==> src/rtl/lcdm_pkg.sv <==
// Types, codes and waveform map tables of the LCD waveform sequencer.
`timescale 1ns / 1ps
package lcdm_pkg;

  localparam int unsigned SegWidth  = 24;
  localparam int unsigned MapWidth  = 27;
  localparam int unsigned DataRegs  = 12;

  // Input item modes.
  localparam logic [1:0] ModeTick   = 2'd0;
  localparam logic [1:0] ModeWrite  = 2'd1;
  localparam logic [1:0] ModeEnable = 2'd2;

  // Configuration register indexes.
  localparam logic [1:0] RegMuxMode   = 2'd0;
  localparam logic [1:0] RegWaveTypeB = 2'd1;
  localparam logic [1:0] RegSegEnable = 2'd2;

  // Octal maps, first phase in the most significant digit; [type][mux][line].
  localparam logic [MapWidth-1:0] ComMap [2][4][4] = '{
    '{
      '{27'o3, 27'o0, 27'o0, 27'o0},
      '{27'o321, 27'o2103, 27'o0, 27'o0},
      '{27'o32121, 27'o210321, 27'o212103, 27'o0},
      '{27'o3212121, 27'o21032121, 27'o21210321, 27'o21212103}
    },
    '{
      '{27'o3, 27'o0, 27'o0, 27'o0},
      '{27'o231, 27'o2013, 27'o0, 27'o0},
      '{27'o22311, 27'o202131, 27'o220113, 27'o0},
      '{27'o2223111, 27'o20221311, 27'o22021131, 27'o22201113}
    }
  };

  localparam logic [MapWidth-1:0] OnMap [2][4] = '{
    '{27'o30, 27'o3030, 27'o303030, 27'o30303030},
    '{27'o30, 27'o3300, 27'o333000, 27'o33330000}
  };

  localparam logic [MapWidth-1:0] OffMap [2][4] = '{
    '{27'o3, 27'o1212, 27'o121212, 27'o12121212},
    '{27'o3, 27'o1122, 27'o111222, 27'o11112222}
  };

  typedef struct packed {
    logic [1:0]          mux;
    logic                type_b;
    logic [SegWidth-1:0] seg_en;
  } cfg_t;

  typedef struct packed {
    logic [1:0] mode;
    logic [3:0] data_index;
    logic [7:0] data_value;
  } item_t;

  // Data registers and hold store are kept as one 24-bit row per common.
  typedef struct packed {
    logic [2:0]                phase;
    logic [3:0][SegWidth-1:0]  data;
    logic [3:0][SegWidth-1:0]  held;
    logic                      enable;
    logic                      running;
    logic                      open_w;
    logic                      fault;
    logic [1:0]                run_mux;
    logic                      run_b;
  } state_t;

  typedef struct packed {
    logic [7:0] com;
    logic [1:0] on_l;
    logic [1:0] off_l;
  } wave_t;

  typedef struct packed {
    logic [7:0]          com_levels;
    logic [SegWidth-1:0] seg_on;
    logic [1:0]          on_level;
    logic [1:0]          off_level;
    logic                frame_irq;
    logic                frame_done;
    logic                write_allowed;
    logic                write_error;
    logic                active;
  } result_t;

endpackage

==> src/rtl/lcdm_cfg_regs.sv <==
// Configuration register file of the LCD waveform sequencer.
`timescale 1ns / 1ps
module lcdm_cfg_regs (
  input  logic                 clk_i,
  input  logic                 rst_ni,
  input  logic                 wr_en_i,
  input  logic [1:0]           wr_index_i,
  input  logic [23:0]          wr_data_i,
  output lcdm_pkg::cfg_t       cfg_o
);
  import lcdm_pkg::*;

  cfg_t cfg_q;

  always_ff @(posedge clk_i or negedge rst_ni) begin
    if (!rst_ni) begin
      cfg_q <= '0;
    end else if (wr_en_i) begin
      unique case (wr_index_i)
        RegMuxMode:   cfg_q.mux    <= wr_data_i[1:0];
        RegWaveTypeB: cfg_q.type_b <= wr_data_i[0];
        RegSegEnable: cfg_q.seg_en <= wr_data_i[SegWidth-1:0];
        default: ;
      endcase
    end
  end

  assign cfg_o = cfg_q;

endmodule

==> src/rtl/lcdm_wave.sv <==
// Bias level lookup for one phase from the type A and type B maps.
`timescale 1ns / 1ps
module lcdm_wave (
  input  logic                run_b_i,
  input  logic [1:0]          run_mux_i,
  input  logic [2:0]          phase_i,
  output lcdm_pkg::wave_t     wave_o
);
  import lcdm_pkg::*;

  logic [2:0] last_w;
  logic [2:0] digit_w;
  logic [4:0] shift_w;

  // The last phase of the frame is 2*mux+1; later phases read digit zero.
  assign last_w  = {run_mux_i, 1'b1};
  assign digit_w = (phase_i <= last_w) ? (last_w - phase_i) : 3'd0;
  assign shift_w = 5'({digit_w, 1'b0}) + 5'(digit_w);

  always_comb begin
    wave_o = '0;
    for (int l = 0; l < 4; l++) begin
      if (2'(l) <= run_mux_i) begin
        wave_o.com[2*l +: 2] = 2'(ComMap[run_b_i][run_mux_i][l] >> shift_w);
      end
    end
    wave_o.on_l  = 2'(OnMap[run_b_i][run_mux_i] >> shift_w);
    wave_o.off_l = 2'(OffMap[run_b_i][run_mux_i] >> shift_w);
  end

endmodule

==> src/rtl/lcdm_step.sv <==
// Next-state and result logic for one input item of the LCD sequencer.
`timescale 1ns / 1ps
module lcdm_step #(
  parameter int unsigned SEGMENTS = 24
) (
  input  lcdm_pkg::cfg_t      cfg_i,
  input  lcdm_pkg::item_t     item_i,
  input  lcdm_pkg::state_t    state_i,
  output lcdm_pkg::state_t    state_o,
  output lcdm_pkg::result_t   result_o
);
  import lcdm_pkg::*;

  localparam logic [SegWidth-1:0] SegMask = SegWidth'((64'd1 << SEGMENTS) - 64'd1);

  state_t     mid_w;
  wave_t      wave_w;
  logic       do_tick_w;
  logic [1:0] wr_row_w;
  logic [1:0] wr_byte_w;
  logic       wr_hit_w;

  // Data register number is common*3 + byte.
  always_comb begin
    wr_hit_w = (item_i.data_index < 4'(DataRegs));
    if (item_i.data_index >= 4'd9) begin
      wr_row_w  = 2'd3;
      wr_byte_w = 2'(item_i.data_index - 4'd9);
    end else if (item_i.data_index >= 4'd6) begin
      wr_row_w  = 2'd2;
      wr_byte_w = 2'(item_i.data_index - 4'd6);
    end else if (item_i.data_index >= 4'd3) begin
      wr_row_w  = 2'd1;
      wr_byte_w = 2'(item_i.data_index - 4'd3);
    end else begin
      wr_row_w  = 2'd0;
      wr_byte_w = item_i.data_index[1:0];
    end
  end

  // Item decode: writes, enable and start, everything but the tick itself.
  always_comb begin
    mid_w     = state_i;
    do_tick_w = 1'b0;
    case (item_i.mode)
      ModeTick: begin
        do_tick_w = state_i.running;
      end
      ModeWrite: begin
        if (wr_hit_w) begin
          if (state_i.open_w) begin
            mid_w.data[wr_row_w][{wr_byte_w, 3'b000} +: 8] = item_i.data_value;
          end else begin
            mid_w.fault = 1'b1;
          end
        end
      end
      ModeEnable: begin
        if (item_i.data_value[0] && !state_i.enable) begin
          mid_w.enable  = 1'b1;
          mid_w.run_mux = cfg_i.mux;
          mid_w.run_b   = cfg_i.type_b;
          mid_w.phase   = 3'd0;
          mid_w.held    = state_i.data;
          mid_w.running = 1'b1;
          if (!cfg_i.type_b) begin
            mid_w.open_w = 1'b1;
          end
          do_tick_w = 1'b1;
        end else if (!item_i.data_value[0]) begin
          mid_w.enable = 1'b0;
        end
      end
      default: ;
    endcase
  end

  lcdm_wave u_wave (
    .run_b_i   (mid_w.run_b),
    .run_mux_i (mid_w.run_mux),
    .phase_i   (mid_w.phase),
    .wave_o    (wave_w)
  );

  // Phase tick: levels, segment selects, mid-frame and end-of-frame events.
  always_comb begin
    logic [2:0] mux1;
    logic [1:0] sub;
    logic [3:0] np;
    logic [3:0] pn;
    mux1     = {1'b0, mid_w.run_mux} + 3'd1;
    np       = 4'({mid_w.run_mux, 1'b0}) + 4'd2;
    pn       = {1'b0, mid_w.phase} + 4'd1;
    state_o  = mid_w;
    result_o = '0;
    if (mid_w.run_b) begin
      sub = (mid_w.phase >= mux1) ? 2'(mid_w.phase - mux1) : mid_w.phase[1:0];
    end else begin
      sub = mid_w.phase[2:1];
    end
    if (do_tick_w) begin
      result_o.com_levels = wave_w.com;
      result_o.on_level   = wave_w.on_l;
      result_o.off_level  = wave_w.off_l;
      result_o.seg_on     = mid_w.held[sub] & cfg_i.seg_en & SegMask;
      if (mid_w.run_b && (mid_w.phase == mux1)) begin
        result_o.frame_irq = 1'b1;
        state_o.open_w     = 1'b1;
      end
      if (pn >= np) begin
        state_o.phase       = 3'd0;
        state_o.held        = mid_w.data;
        result_o.frame_done = 1'b1;
        if (!mid_w.enable) begin
          state_o.running = 1'b0;
        end
        if (mid_w.run_b) begin
          state_o.open_w = 1'b0;
        end
      end else begin
        state_o.phase = pn[2:0];
      end
    end
    result_o.write_allowed = state_o.open_w;
    result_o.write_error   = state_o.fault;
    result_o.active        = state_o.running;
  end

endmodule

==> src/rtl/lcd_multiplex_waveform_sequencer_core.sv <==
// Multiplexed LCD waveform sequencer: top level with item and result registers.
`timescale 1ns / 1ps
// The sequencer takes one transaction per clock cycle and returns exactly one
// result transaction for each transaction that it accepts: the item lands
// in an input register, one pass of decode, map lookup and frame bookkeeping
// runs between that register and the result register, and the result waits
// there until the sink takes it. While a result is stalled the input register
// can still take one more transaction, so the source sees stall only when both
// registers are full. A phase tick (mode 0) walks a frame of 2*(mux+1) phases
// and gives the bias level index of each common in use together with the on
// and off level indices and the selected segments; a data write (mode 1) is
// refused with a sticky error unless writes are open; mode 2 starts or stops
// the display, a start performing the first phase tick at once and a stop
// taking effect at the end of the current frame. Multiplex and waveform type
// are sampled at start; the segment enables apply on every tick. SEGMENTS
// sets how many of the 24 segment outputs the block drives; the rest read
// zero. Configuration writes are always ready and must only be issued while
// no transaction is in flight.
module lcd_multiplex_waveform_sequencer_core #(
  parameter int unsigned SEGMENTS = 24
) (
  input  logic        clk_i,
  input  logic        rst_ni,
  // Item channel.
  input  logic        in_valid_i,
  output logic        in_stall_o,
  input  logic [1:0]  in_mode_i,
  input  logic [3:0]  in_data_index_i,
  input  logic [7:0]  in_data_value_i,
  // Result channel.
  output logic        out_valid_o,
  input  logic        out_stall_i,
  output logic [7:0]  out_com_levels_o,
  output logic [23:0] out_seg_on_o,
  output logic [1:0]  out_on_level_o,
  output logic [1:0]  out_off_level_o,
  output logic        out_frame_irq_o,
  output logic        out_frame_done_o,
  output logic        out_write_allowed_o,
  output logic        out_write_error_o,
  output logic        out_active_o,
  // Configuration write channel.
  input  logic        cfg_valid_i,
  output logic        cfg_ready_o,
  input  logic [1:0]  cfg_index_i,
  input  logic [23:0] cfg_data_i
);
  import lcdm_pkg::*;

  cfg_t    cfg_w;
  item_t   item_q;
  logic    in_valid_q;
  state_t  state_q;
  state_t  state_d;
  result_t res_q;
  result_t res_d;
  logic    res_valid_q;
  logic    res_ready_w;
  logic    accept_w;
  logic    advance_w;

  // Configuration writes complete in the cycle they are offered.
  assign cfg_ready_o = 1'b1;

  lcdm_cfg_regs u_cfg (
    .clk_i      (clk_i),
    .rst_ni     (rst_ni),
    .wr_en_i    (cfg_valid_i & cfg_ready_o),
    .wr_index_i (cfg_index_i),
    .wr_data_i  (cfg_data_i),
    .cfg_o      (cfg_w)
  );

  // The result register frees up when it is empty or being taken this cycle.
  assign res_ready_w = !res_valid_q || !out_stall_i;
  assign advance_w   = in_valid_q && res_ready_w;
  assign in_stall_o  = in_valid_q && !res_ready_w;
  assign accept_w    = in_valid_i && !in_stall_o;

  always_ff @(posedge clk_i or negedge rst_ni) begin
    if (!rst_ni) begin
      in_valid_q <= 1'b0;
    end else if (!in_valid_q || res_ready_w) begin
      in_valid_q <= in_valid_i;
    end
  end

  always_ff @(posedge clk_i) begin
    if (accept_w) begin
      item_q <= '{mode: in_mode_i, data_index: in_data_index_i,
                  data_value: in_data_value_i};
    end
  end

  lcdm_step #(
    .SEGMENTS (SEGMENTS)
  ) u_step (
    .cfg_i    (cfg_w),
    .item_i   (item_q),
    .state_i  (state_q),
    .state_o  (state_d),
    .result_o (res_d)
  );

  // Sequencer state moves only when its item passes into the result register.
  always_ff @(posedge clk_i or negedge rst_ni) begin
    if (!rst_ni) begin
      state_q <= '0;
    end else if (advance_w) begin
      state_q <= state_d;
    end
  end

  always_ff @(posedge clk_i or negedge rst_ni) begin
    if (!rst_ni) begin
      res_valid_q <= 1'b0;
    end else if (res_ready_w) begin
      res_valid_q <= in_valid_q;
    end
  end

  always_ff @(posedge clk_i) begin
    if (advance_w) begin
      res_q <= res_d;
    end
  end

  assign out_valid_o         = res_valid_q;
  assign out_com_levels_o    = res_q.com_levels;
  assign out_seg_on_o        = res_q.seg_on;
  assign out_on_level_o      = res_q.on_level;
  assign out_off_level_o     = res_q.off_level;
  assign out_frame_irq_o     = res_q.frame_irq;
  assign out_frame_done_o    = res_q.frame_done;
  assign out_write_allowed_o = res_q.write_allowed;
  assign out_write_error_o   = res_q.write_error;
  assign out_active_o        = res_q.active;

endmodule

==> config.mk <==
export PLATFORM = sky130hd
export DESIGN_NAME = lcd_multiplex_waveform_sequencer_core
export DESIGN_NICKNAME = d
export VERILOG_FILES = /design/src/rtl/lcdm_pkg.sv /design/src/rtl/lcdm_cfg_regs.sv /design/src/rtl/lcdm_wave.sv /design/src/rtl/lcdm_step.sv /design/src/rtl/lcd_multiplex_waveform_sequencer_core.sv
export SDC_FILE = /design/constraint.sdc
export NUM_CORES = 1
export LEC_CHECK = 0
export BUFFER_PORTS_ARGS = -buffer_cell sky130_fd_sc_hd__buf_4
export CAP_MARGIN = 20
export CORE_UTILIZATION = 50
export DETAILED_ROUTE_END_ITERATION = 8
export GPL_TIMING_DRIVEN = 0
export MAX_ROUTING_LAYER = met4
export PLACE_DENSITY = 0.7
export SETUP_SLACK_MARGIN = 0.3
export SYNTH_ARGS = -nofsm -noshare
export SYNTH_HDL_FRONTEND = slang
export SYNTH_HIERARCHICAL = 1
export SYNTH_SLANG_ARGS = --single-unit
==> constraint.sdc <==
create_clock -name clk_i -period 5.4 [get_ports clk_i]
set_input_delay 0.27 -clock clk_i [delete_from_list [all_inputs] [get_ports clk_i]]
set_output_delay 0.27 -clock clk_i [all_outputs]
set_load 0.05 [all_outputs]
* Yosys cells after proc, flatten, opt, wreduce, memory -nomap -nowiden *
Cells that the tools add are included.

storage, ports and cells
  bits of input ports = 45
  memories = 0
  bits in registers = 286
  latch bits = 0
  word-level logic and storage cells = 161
  ROM bits = 0
  RAM bits = 0

cells by class
  multipliers = 0
  add/sub/neg operators = 10
  bitwise gates (word level) = 3
  eq/ne operators = 5
  order comparisons = 16
  divide/modulo/power cells = 0
  shifts and indexed selects = 8
  reductions and logical operators = 23
  mux-type cells = 61

operators by type and width
  operator                                                                count
  432-bit 2-to-1 mux                                                      2
  108-bit 2-to-1 mux                                                      6
  96-bit 2-to-1 mux                                                       6
  304-bit 2-to-1 mux                                                      1
  108-bit binary-select mux with 2-bit select                             1
  27-bit by 5-bit >> shifter with 2-bit output                            6
  62-bit 2-to-1 mux                                                       2
  27-bit binary-select mux with 2-bit select                              2
  27-bit 2-to-1 mux                                                       4
  99-bit 2-to-1 mux                                                       1
  96-bit bitwise mux                                                      1
  24-bit binary-select mux with 2-bit select                              1
  24-bit demux with 2-bit select                                          1
  24-bit 2-to-1 mux                                                       2
  24-bit AND                                                              1
  8-bit by 7-bit variable shift with 24-bit output, first input constant  1
  8-bit by 7-bit variable part select with 24-bit output                  1
  3-bit 2-to-1 mux                                                        7
  2-bit 2-to-1 mux                                                        10
  2-bit AND reduction                                                     7
  1-bit 2-to-1 mux                                                        13
  5-bit negation with 7-bit output                                        1
  1-bit logical AND                                                       6
  1-bit zero test                                                         6
  29 further kinds                                                        37

* Depth between registers and ports, before layout *
Gate-level depths: netlist of the first run.

  word-level depth = 14
  gate-level depth with buffers = 26
  gate-level depth less buffers = 18

* Modules after synthesis *
The synthesis of the first run kept the hierarchy.

by module, submodules not included
  module                                 area an instance (µm²)  instances  cells each  seq. area each (µm²)
  lcd_multiplex_waveform_sequencer_core  9315.2                  1          491         6756.5
  lcdm_step                              6429.9                  1          991         0.0
  lcdm_wave                              1798.0                  1          283         0.0
  lcdm_cfg_regs                          1112.3                  1          59          675.6

* Worst setup path before layout of the first run *
OpenSTA, ideal clock, no wires.

  path kind = reg2reg
  from = reg item_q[13] (netlist name)
  to = reg res_q (netlist bit out_com_levels_o[5]) (data pin)
  stages on the path, launching flop included = 26
  path buffers = 7
  slack = -0.274 ns
  arrival = 5.542 ns
  data required time = 5.268 ns
  setup time = 0.132 ns
  cell sequence = edfxtp_1 nand4bb_1 buf_4 buf_4 buf_2 clkbuf_1 nand2_1 and2_1 inv_1 clkbuf_1 inv_1 ha_1 fa_1 or2_1 inv_2 buf_2 ha_1 inv_1 fa_1 buf_2 or3b_1 o32ai_1 a31o_1 a21oi_1 a2111oi_4 and2_1

RTL lines
  element                   line                                          text
  start: declaration        lcd_multiplex_waveform_sequencer_core.sv:51   item_t item_q;
  start signal: assignment  lcd_multiplex_waveform_sequencer_core.sv:90   item_q <= '{mode: in_mode_i, data_index: in_data_index_i,
  end signal: assignment    lcd_multiplex_waveform_sequencer_core.sv:124  res_q <= res_d;
  end: declaration          lcd_multiplex_waveform_sequencer_core.sv:55   result_t res_q;

==> results of run 1 <==
-- power groups by stage --
| stage | clock network (mW) | logic (mW) | registers, mW |
|---|---|---|---|
| floorplan | 0 | 3.89 | 2.79 |
| global placement | 0 | 5.95 | 2.68 |
| detailed placement | 0 | 5.93 | 2.70 |
| CTS | 2.35 | 6.40 | 2.66 |
| global route | 2.43 | 7.06 | 2.69 |
| finish | 2.32 | 6.75 | 2.66 |
-- cell families (layout without fill, tap and decap cells) --
group,Yosys count,after routing
AO/OA/AOI/OAI,413,413
other,1,1
buffers and inverters,298,522
adder cells (fa/ha/maj),27,27
XOR/XNOR,4,4
AND/OR/NAND/NOR,416,416
multiplexers,379,379
flip-flops,286,286
-- stage by stage --
stage	setup WS, ps	total power [mW]	utilization
2_1_floorplan	336	6.68	-
3_3_place_gp	-1830	8.63	0.543
3_5_place_dp	-1740	8.63	0.545
4_1_cts	311	11.4	0.596
5_1_grt	251	12.2	0.600
6_report	381	11.7	0.600
-- cells in the final DEF (no fill, tap or decap), types with 19 or more instances in the layout --
cell and n:
sky130_fd_sc_hd__and2_1 24, sky130_fd_sc_hd__o21a_1 36, sky130_fd_sc_hd__nand2_1 183, sky130_fd_sc_hd__buf_6 34
sky130_fd_sc_hd__o21ai_0 136, sky130_fd_sc_hd__dfrtp_1 231, sky130_fd_sc_hd__or3_1 27, sky130_fd_sc_hd__edfxtp_1 55
sky130_fd_sc_hd__buf_4 231, sky130_fd_sc_hd__mux2_1 132, sky130_fd_sc_hd__a211oi_1 33, sky130_fd_sc_hd__mux2i_1 50
sky130_fd_sc_hd__ha_1 23, sky130_fd_sc_hd__a21oi_1 62, sky130_fd_sc_hd__mux2_2 162, sky130_fd_sc_hd__inv_1 58
sky130_fd_sc_hd__clkbuf_1 52, sky130_fd_sc_hd__a22oi_1 19, sky130_fd_sc_hd__clkbuf_16 36, sky130_fd_sc_hd__buf_2 29
sky130_fd_sc_hd__nor2_1 50, sky130_fd_sc_hd__a22o_1 25, sky130_fd_sc_hd__dlygate4sd3_1 40, sky130_fd_sc_hd__nand3_1 63
sky130_fd_sc_hd__mux2_4 34
-- how the worst min path moves through the flow --
stage	startpoint	endpoint	slack [ps]	cells past startpoint
after detailed placement	rst_ni	u_cfg/cfg_o[19]$_DFFE_PN0P_	200	1
after global routing	cfg_data_i[0]	u_cfg/cfg_o[24]$_DFFE_PN0P_	40	2
after floorplan	rst_ni	in_valid_q$_DFFE_PN0P_	-30	0
after global placement	in_data_value_i[4]	item_q[4]$_DFFE_PP_	450	1
after CTS	cfg_data_i[0]	u_cfg/cfg_o[25]$_DFFE_PN0P_	20	2
final	cfg_data_i[0]	u_cfg/cfg_o[25]$_DFFE_PN0P_	30	2
-- worst register-to-register path, stage by stage, from the launching register on --
cell	delay (ps)
sky130_fd_sc_hd__edfxtp_1	420
sky130_fd_sc_hd__buf_4	170
sky130_fd_sc_hd__and4bb_4	260
sky130_fd_sc_hd__buf_8	160
sky130_fd_sc_hd__nand2_1	80
sky130_fd_sc_hd__and2_4	180
sky130_fd_sc_hd__inv_4	80
sky130_fd_sc_hd__clkbuf_16	130
sky130_fd_sc_hd__clkinvlp_4	130
sky130_fd_sc_hd__ha_4	190
sky130_fd_sc_hd__fa_2	410
sky130_fd_sc_hd__or2_4	300
sky130_fd_sc_hd__inv_4	70
sky130_fd_sc_hd__buf_8	110
sky130_fd_sc_hd__ha_4	130
sky130_fd_sc_hd__inv_2	40
sky130_fd_sc_hd__fa_1	520
sky130_fd_sc_hd__buf_6	140
sky130_fd_sc_hd__or3b_4	420
sky130_fd_sc_hd__o32ai_4	120
sky130_fd_sc_hd__a31o_1	190
sky130_fd_sc_hd__a21oi_4	90
sky130_fd_sc_hd__a2111oi_4	350
sky130_fd_sc_hd__and2_1	190
-- cells in the mapped netlist (all sizes together) (5+ instances only) --
master and instances:
or3 27, a221oi 6, edfxtp 55, nand2b 9, inv 67, nor3 10, and2 25, o21ai 146
o31ai 7, a2111oi 11, ha 25, a22oi 19, a21oi 66, nand3 63, a211oi 36, dfrtp 231
o21a 36, nand2 186, mux2i 51, o22ai 16, clkbuf 51, mux2 328, a22o 25, nor2b 11
nor2 53, buf 180, or2 5
-- timing repair --
action	4_1_cts	5_1_grt
pin swaps	7	13
setup buffers	20	12
endpoints found under the setup margin	75	12
hold buffers	40	0
hold endpoints to repair	87	0
gates resized for setup	53	14
cloned	0	0
-- layer usage --
metal	vias to the layer above	track usage
li1	6897	-
met1	7746	0.423
met2	736	0.492
met3	162	0.0504
met4	0	0.128
met5	-	-
-- state kept, by name (all words and copies together), names as in the netlist, 2 cells and up --
register and cells:
item_q 14, out_com_levels_o 8, out_off_level_o 2, out_on_level_o 2
out_seg_on_o 24, state_q 202, u_cfg/cfg_o 27
-- final cells by class --
type / instances / area, µm² / area share
Sequential cell: 286 / 7430 / 0.338
Timing Repair Buffer: 162 / 1360 / 0.0620
Tap cell: 468 / 586 / 0.0266
Clock inverter: 15 / 155 / 0.00705
Clock buffer: 47 / 970 / 0.0440
Buffer: 231 / 1680 / 0.0764
Multi-Input combinational cell: 1240 / 9560 / 0.434
Inverter: 67 / 263 / 0.0119
==> impl_summary.log, run 1 <==
[metrics] final worst-path cycle share: 0.929
[metrics] termination of the worst setup path: out_com_levels_o[5]$_DFFE_PP_
[metrics] Overall Global Routing Usage: 0.320
[metrics] maximum fanout along the worst path: 10
[metrics] placed cell count: 2382
[metrics] leading register cell type out of synthesis: sky130_fd_sc_hd__dfrtp_1
[metrics] wire length per cell after detailed routing: about 24 µm
[metrics] sum of buffers and inverters on the critical path: 9
[metrics] largest net degree at the start of global routing: 109
[metrics] worst hold slack: 26.7 ps
[metrics] list of cells traversed by the critical path: buf_4 -> and4bb_4 -> buf_8 -> nand2_1 -> and2_4 -> inv_4 -> clkbuf_16 -> clkinvlp_4 -> ha_4 -> fa_2 -> or2_4 -> inv_4 -> buf_8 -> ha_4 -> inv_2 -> fa_1 -> buf_6 -> or3b_4 -> o32ai_4 -> a31o_1 -> a21oi_4 -> a2111oi_4 -> and2_1
[metrics] number of clock buffers inserted by TritonCTS: 34
[metrics] cell type with the highest aggregate area in the netlist: sky130_fd_sc_hd__dfrtp_1
[metrics] DR vias: roughly 16000
[metrics] flop and latch count out of synthesis: between 200 and 300
[metrics] Compound-Gate Fraction of Synth Area: 0.145
[metrics] Worst Setup Start Kind: flip-flop
[metrics] largest family of logic cells by synthesized area: multiplexers
[metrics] register-to-register setup slack: 380 ps
[metrics] count of mapped cells out of synthesis: approximately 1800
[metrics] CTS root buffer: sky130_fd_sc_hd__clkbuf_16
[metrics] last weighted congestion value of the routability-driven placer: approximately 1.0
[metrics] number of sinks handled by clock tree synthesis: roughly 290
[metrics] path depth of the worst reg2reg path: 23
[metrics] outcome: finished, final reports clean
[metrics] multiplexer share of the synthesized area: 0.232
[metrics] floorplan die area: 38100 µm²
[metrics] placement row count: 70
[metrics] count of port buffers added during placement: 87
[metrics] CTS tree: yes
[metrics] clock period minus final worst setup slack: 5020 ps
[metrics] maximum capacitance violations: 0
[metrics] wire length on met2: 27300 µm
[metrics] share of Yosys cell area claimed by the top area cell type: 0.310
[metrics] share of async-settable or async-resettable flops after synthesis: 0.808
[metrics] synth unique cells: 88
[metrics] highest metal layer used by the detailed router: met4
[metrics] worst clock skew: 10.4 ps
[metrics] Worst Hold Class: input pin to flip-flop
[metrics] leakage dissipation: 10.4 nW
[metrics] total number of nets in the final design: 2094
[metrics] clock insertion delay at the later pin of the skew report: 530 ps
[metrics] first element of the critical path: item_q[0]$_DFFE_PP_
[metrics] relative area change from synthesis to final layout: 18.0%
[metrics] total number of yosys warnings: 6
[metrics] count of endpoints failing setup in the final report: 0
[metrics] top cells by area, synth: sky130_fd_sc_hd__dfrtp_1, sky130_fd_sc_hd__mux2_2, sky130_fd_sc_hd__edfxtp_1, sky130_fd_sc_hd__mux2_1, sky130_fd_sc_hd__buf_4
[metrics] maximum root-to-sink buffer count: 3
[metrics] kind of critical path: flip-flop to flip-flop
[metrics] adder-cell share of the synthesized area: 0.0189
[metrics] antenna violations before repair: 0
[metrics] DP HPWL: 40900 µm
[metrics] slew of the pin with the lowest slew margin: ~1200 ps
[metrics] remaining antenna violation count: 0
[metrics] share of post-route cells with drive strength above 1: 0.296
[metrics] areal power density over the cells: approximately 530 nW/µm²
[metrics] source of the worst register-to-register timing path: item_q[0]$_DFFE_PP_
[metrics] Initial Utilization: 0.508
[metrics] maximum clock frequency: 199 MHz
[metrics] post-route non-filler standard cell count: 2516
[metrics] portion of the post-synthesis area used by sequential elements: 0.398
[metrics] Clock H-tree levels: 2
[metrics] net switching power: 5.42 mW
[metrics] Met1 Routed Length: 25400 µm
[metrics] number of flops mapped to enable cells by yosys: 55
[metrics] number of slew-limit violations in the final report: 0
[metrics] number of inserted filler cells in the final layout: 2948
[metrics] number of gates on the worst path with buffers counted: 23
[metrics] cell at the slowest stage of the critical path: sky130_fd_sc_hd__fa_1
[metrics] Mapped Area: ~19000 µm²
[metrics] highest cell delay on the worst timing path: approximately 520 ps
[metrics] Worst Setup End Kind: flip-flop
[metrics] met3 routed wirelength: about 4600 µm
[metrics] worst slew slack as a fraction of its limit: 0.213
[metrics] setup repair after global routing missed its margin: false
[metrics] x dimension of the die: 195 µm
[metrics] Synthesized Nets: 1896
[metrics] endpoint of the worst register-to-register path: out_com_levels_o[5]$_DFFE_PP_
[metrics] clock-pin slew of the registers on the worst-case setup and hold paths: 60 ps
[metrics] Post-route DRC: 0
[metrics] arrival time at the worst endpoint: 5420 ps
[metrics] total wire length after detailed routing: 59500 µm
[metrics] cell family contributing the most delay on the critical path: simple AND/OR/NAND/NOR gates
[metrics] number of global-route vias before repair: between 15000 and 20000
[metrics] core footprint: 36700 µm²
[metrics] simple-gate share of the synthesized area: 0.107
[metrics] Seq pwr share: 0.227
[metrics] Max rail drop VDD: 0.357 mV
[metrics] relative contribution of combinational cells to total power: 0.575
[metrics] Via density: between 6 and 7
[metrics] total gr overflow: 0
[metrics] wire length of the first global-routing pass: 90400 µm
[metrics] number of optimization iterations in the first detailed-route pass: 6
[metrics] Ant. Diodes: 0
[metrics] Data required, critical path: 5800 ps
[metrics] count of final hold-check violations: 0
[metrics] fraction of power spent switching nets: 0.461
[metrics] I/O pins: 89
[metrics] final cell area excluding filler cells: ~22000 µm²
[metrics] cell internal pwr: roughly 6.3 mW
[metrics] Iteration-0 DRC Markers: 1452
[metrics] mean instance size in the synthesized netlist: between 10 and 15 µm²
[metrics] final-layout setup total negative slack: 0 ps
[metrics] placed inst area: 20000 µm²
[metrics] Clk network pwr share: 0.198
[metrics] xor and xnor fraction of the mapped netlist area: 0.00188
[metrics] floorplan die height: 195 µm
Power figures use the tool's default switching activity.
==> run 2, diff against run 1 <==
Clock period 5.4 ns to 4.3 ns, I/O delays scaled along.
==> impl_summary.log, run 2 (synthesized netlist as in run 1, its figures left out) <==
[metrics] setup repair after global routing missed its margin: true (was false)
[metrics] leading cell type in the layout, fill and taps excluded: sky130_fd_sc_hd__buf_4
[metrics] total number of nets in the final design: 2138 (was 2094)
[metrics] count of port buffers added during placement: 87 (unchanged)
[metrics] maximum capacitance violations: 0 (unchanged)
[metrics] antenna violations before repair: 0 (unchanged)
[metrics] worst slew slack as a fraction of its limit: 0.189 (was 0.213)
[metrics] total gr overflow: 0 (unchanged)
[metrics] clock insertion delay at the later pin of the skew report: 550 ps (was 530 ps)
[metrics] number of clock buffers inserted by TritonCTS: 34 (unchanged)
[metrics] Overall Global Routing Usage: 0.338 (was 0.320)
[metrics] maximum fanout along the worst path: 4 (was 10)
[metrics] Via density: 6.15 (was 6.18)
[metrics] number of global-route vias before repair: 15900 (was 15400)
[metrics] final worst-path cycle share: 1.13 (was 0.929)
[metrics] I/O pins: 89 (unchanged)
[metrics] kind of critical path: flip-flop to flip-flop (unchanged)
[metrics] floorplan die area: 38100 µm² (unchanged)
[metrics] count of endpoints failing setup in the final report: 13 (was 0)
[metrics] total power of the final layout: 17.8 mW (was 11.7 mW)
[metrics] DP HPWL: 41600 µm (was 40900 µm)
[metrics] outcome: finished with violations (was finished, final reports clean)
[metrics] pre-CTS setup slack: -1810 ps (was -1740 ps)
[metrics] share of post-route cells with drive strength above 1: 0.372 (was 0.296)
[metrics] last weighted congestion value of the routability-driven placer: 0.965 (was 1.00)
[metrics] DR vias: 15700 (was 15500)
[metrics] clock-pin slew of the registers on the worst-case setup and hold paths: 60 ps (about the same)
[metrics] arrival time at the worst endpoint: 5270 ps (was 5420 ps)
[metrics] wire length per cell after detailed routing: 24.4 µm (was 23.6 µm)
[metrics] Worst Setup Start Kind: flip-flop (unchanged)
[metrics] source of the worst register-to-register timing path: item_q[13]$_DFFE_PP_ (was item_q[0]$_DFFE_PP_)
[metrics] worst setup slack after layout: -551 ps (was 381 ps)
[metrics] Post-route DRC: 0 (unchanged)
[metrics] CTS root buffer: sky130_fd_sc_hd__clkbuf_16 (unchanged)
[metrics] Data required, critical path: 4720 ps (was 5800 ps)
[metrics] number of slew-limit violations in the final report: 0 (unchanged)
[metrics] final core utilization: 0.642 (was 0.600)
[metrics] maximum clock frequency: 206 MHz (was 199 MHz)
[metrics] total wire length after detailed routing: 62600 µm (was 59500 µm)
[metrics] Worst Setup End Kind: flip-flop (unchanged)
[metrics] path depth of the worst reg2reg path: 27 (was 23)
[metrics] wire length of the first global-routing pass: 94600 µm (was 90400 µm)
[metrics] violations in the final reports: setup timing
[metrics] start point of the worst hold path: cfg_index_i[0] (was cfg_data_i[0])
[metrics] number of optimization iterations in the first detailed-route pass: 6 (unchanged)
[metrics] worst clock skew: 30.4 ps (was 10.4 ps)
[metrics] leakage dissipation: 11.0 nW (was 10.4 nW)
[metrics] first element of the critical path: item_q[13]$_DFFE_PP_ (was item_q[0]$_DFFE_PP_)
[metrics] number of flip-flops in the largest register: 202 (unchanged)
[metrics] maximum root-to-sink buffer count: 3 (unchanged)
[metrics] remaining antenna violation count: 0 (unchanged)
[metrics] placement row count: 70 (unchanged)
[metrics] Iteration-0 DRC Markers: 1277 (was 1452)
[metrics] largest net degree at the start of global routing: 115 (was 109)
[metrics] Worst Hold Class: input pin to flip-flop (unchanged)
[metrics] placed cell count: 2384 (was 2382)
[metrics] CTS tree: yes (unchanged)
[metrics] commonest cells after routing, fill and taps aside: sky130_fd_sc_hd__buf_4, sky130_fd_sc_hd__dfrtp_1, sky130_fd_sc_hd__nand2_1 (unchanged)
[metrics] number of sinks handled by clock tree synthesis: 286 (unchanged)
[metrics] Clock H-tree levels: 2 (unchanged)
[metrics] core footprint: 36700 µm² (unchanged)
[metrics] post-route non-filler standard cell count: 2560 (was 2516)
[metrics] x dimension of the die: 195 µm (unchanged)
[metrics] floorplan die height: 195 µm (unchanged)
[metrics] Initial Utilization: 0.508 (unchanged)
[metrics] Ant. Diodes: 0 (unchanged)
[metrics] Cells on Worst Hold Path: 3 (was 2)
[metrics] slew of the pin with the lowest slew margin: 1220 ps (was 1180 ps)
[metrics] relative area change from synthesis to final layout: 26.4% (was 18.0%)
[metrics] Max rail drop VDD: 0.578 mV (was 0.357 mV)
[metrics] count of final hold-check violations: 0 (unchanged)
[metrics] clock period minus final worst setup slack: 4850 ps (was 5020 ps)
[metrics] areal power density over the cells: 754 nW/µm² (was 533 nW/µm²)
[metrics] register-to-register setup slack: -550 ps (was 380 ps)
[metrics] register name with the most flops: state_q (unchanged)
==> run 2: cell types whose count changed in the layout (fill, tap and decap cells not counted), moves of 12 or more <==
cell / change
sky130_fd_sc_hd__mux2_4: +45
sky130_fd_sc_hd__mux2_1: -38
sky130_fd_sc_hd__o21ai_0: -20
sky130_fd_sc_hd__buf_4: +19
sky130_fd_sc_hd__a21oi_1: -13
sky130_fd_sc_hd__buf_12: +13
sky130_fd_sc_hd__o21ai_1: +12
==> run 2: repair_timing <==
item                       in CTS  in global routing
buffers inserted               62                  5
hold buffers                   41                  0
gates cloned                    5                  1
pin swaps                      42                 38
hold endpoints to repair       92                  0
setup endpoints to repair     132                134
resized for setup             216                107
==> run 2: worst paths after layout <==
kind	to
setup / recovery	out_com_levels_o[5]$_DFFE_PP_
hold / removal	u_cfg/cfg_o[24]$_DFFE_PN0P_
setup reg to reg	out_com_levels_o[5]$_DFFE_PP_
hold reg to reg	state_q[180]$_DFFE_PN0P_
max in group asynchronous	state_q[26]$_DFFE_PN0P_
min in group asynchronous	u_cfg/cfg_o[2]$_DFFE_PN0P_
==> run 2: metal layers <==
metal  routed length (µm)  GRT usage
met3                 4980     0.0608
met4                 2700      0.157
met5                    0          -
met2                28600      0.514
met1                26300      0.437
==> run 2: final cells by class <==
cell class | count | area, µm²
fillers | 2840 | 13100
multi-input cells | 1240 | 10300
flip-flops and latches | 286 | 7430
plain buffers | 231 | 1960
repair buffers | 206 | 1890
clock buffers | 49 | 957
well taps | 468 | 586
inverters | 67 | 284
clock inverters | 13 | 154
==> run 2: through the flow <==
step | TNS [ps] | area (µm²) | hold slack (ps)
3_3_place_gp | -61900 | 20000 | 394
2_1_floorplan | -2110 | 18800 | -80.6
4_1_cts | -4250 | 23100 | 24.2
3_5_place_dp | -59300 | 20100 | 157
6_report | -5360 | 23600 | 44.3
5_1_grt | -6490 | 23600 | 31.2
==> run 2: report_power, final <==
group | switching [mW] | total [mW] | internal (mW)
combinational | 6.48 | 11.5 | 5.01
clock | 1.19 | 2.93 | 1.74
sequential | 0.226 | 3.35 | 3.13
total | 7.90 | 17.8 | 9.87
==> run 2: worst max-delay path, stage by stage (launching register included) <==
cell	delay [ps]
sky130_fd_sc_hd__edfxtp_1	480
sky130_fd_sc_hd__nand4bb_1	190
sky130_fd_sc_hd__buf_6	130
sky130_fd_sc_hd__buf_12	100
sky130_fd_sc_hd__buf_12	100
sky130_fd_sc_hd__clkbuf_16	130
sky130_fd_sc_hd__nand2_2	40
sky130_fd_sc_hd__and2_4	150
sky130_fd_sc_hd__inv_8	60
sky130_fd_sc_hd__clkbuf_16	130
sky130_fd_sc_hd__inv_12	30
sky130_fd_sc_hd__ha_4	140
sky130_fd_sc_hd__fa_2	380
sky130_fd_sc_hd__or2_4	290
sky130_fd_sc_hd__inv_4	60
sky130_fd_sc_hd__buf_6	100
sky130_fd_sc_hd__ha_4	130
sky130_fd_sc_hd__inv_2	40
sky130_fd_sc_hd__fa_1	550
sky130_fd_sc_hd__buf_6	110
sky130_fd_sc_hd__or3b_4	410
sky130_fd_sc_hd__buf_6	130
sky130_fd_sc_hd__buf_6	110
sky130_fd_sc_hd__o32ai_4	100
sky130_fd_sc_hd__a31o_1	160
sky130_fd_sc_hd__a21oi_2	80
sky130_fd_sc_hd__a2111oi_4	210
sky130_fd_sc_hd__and2_1	160
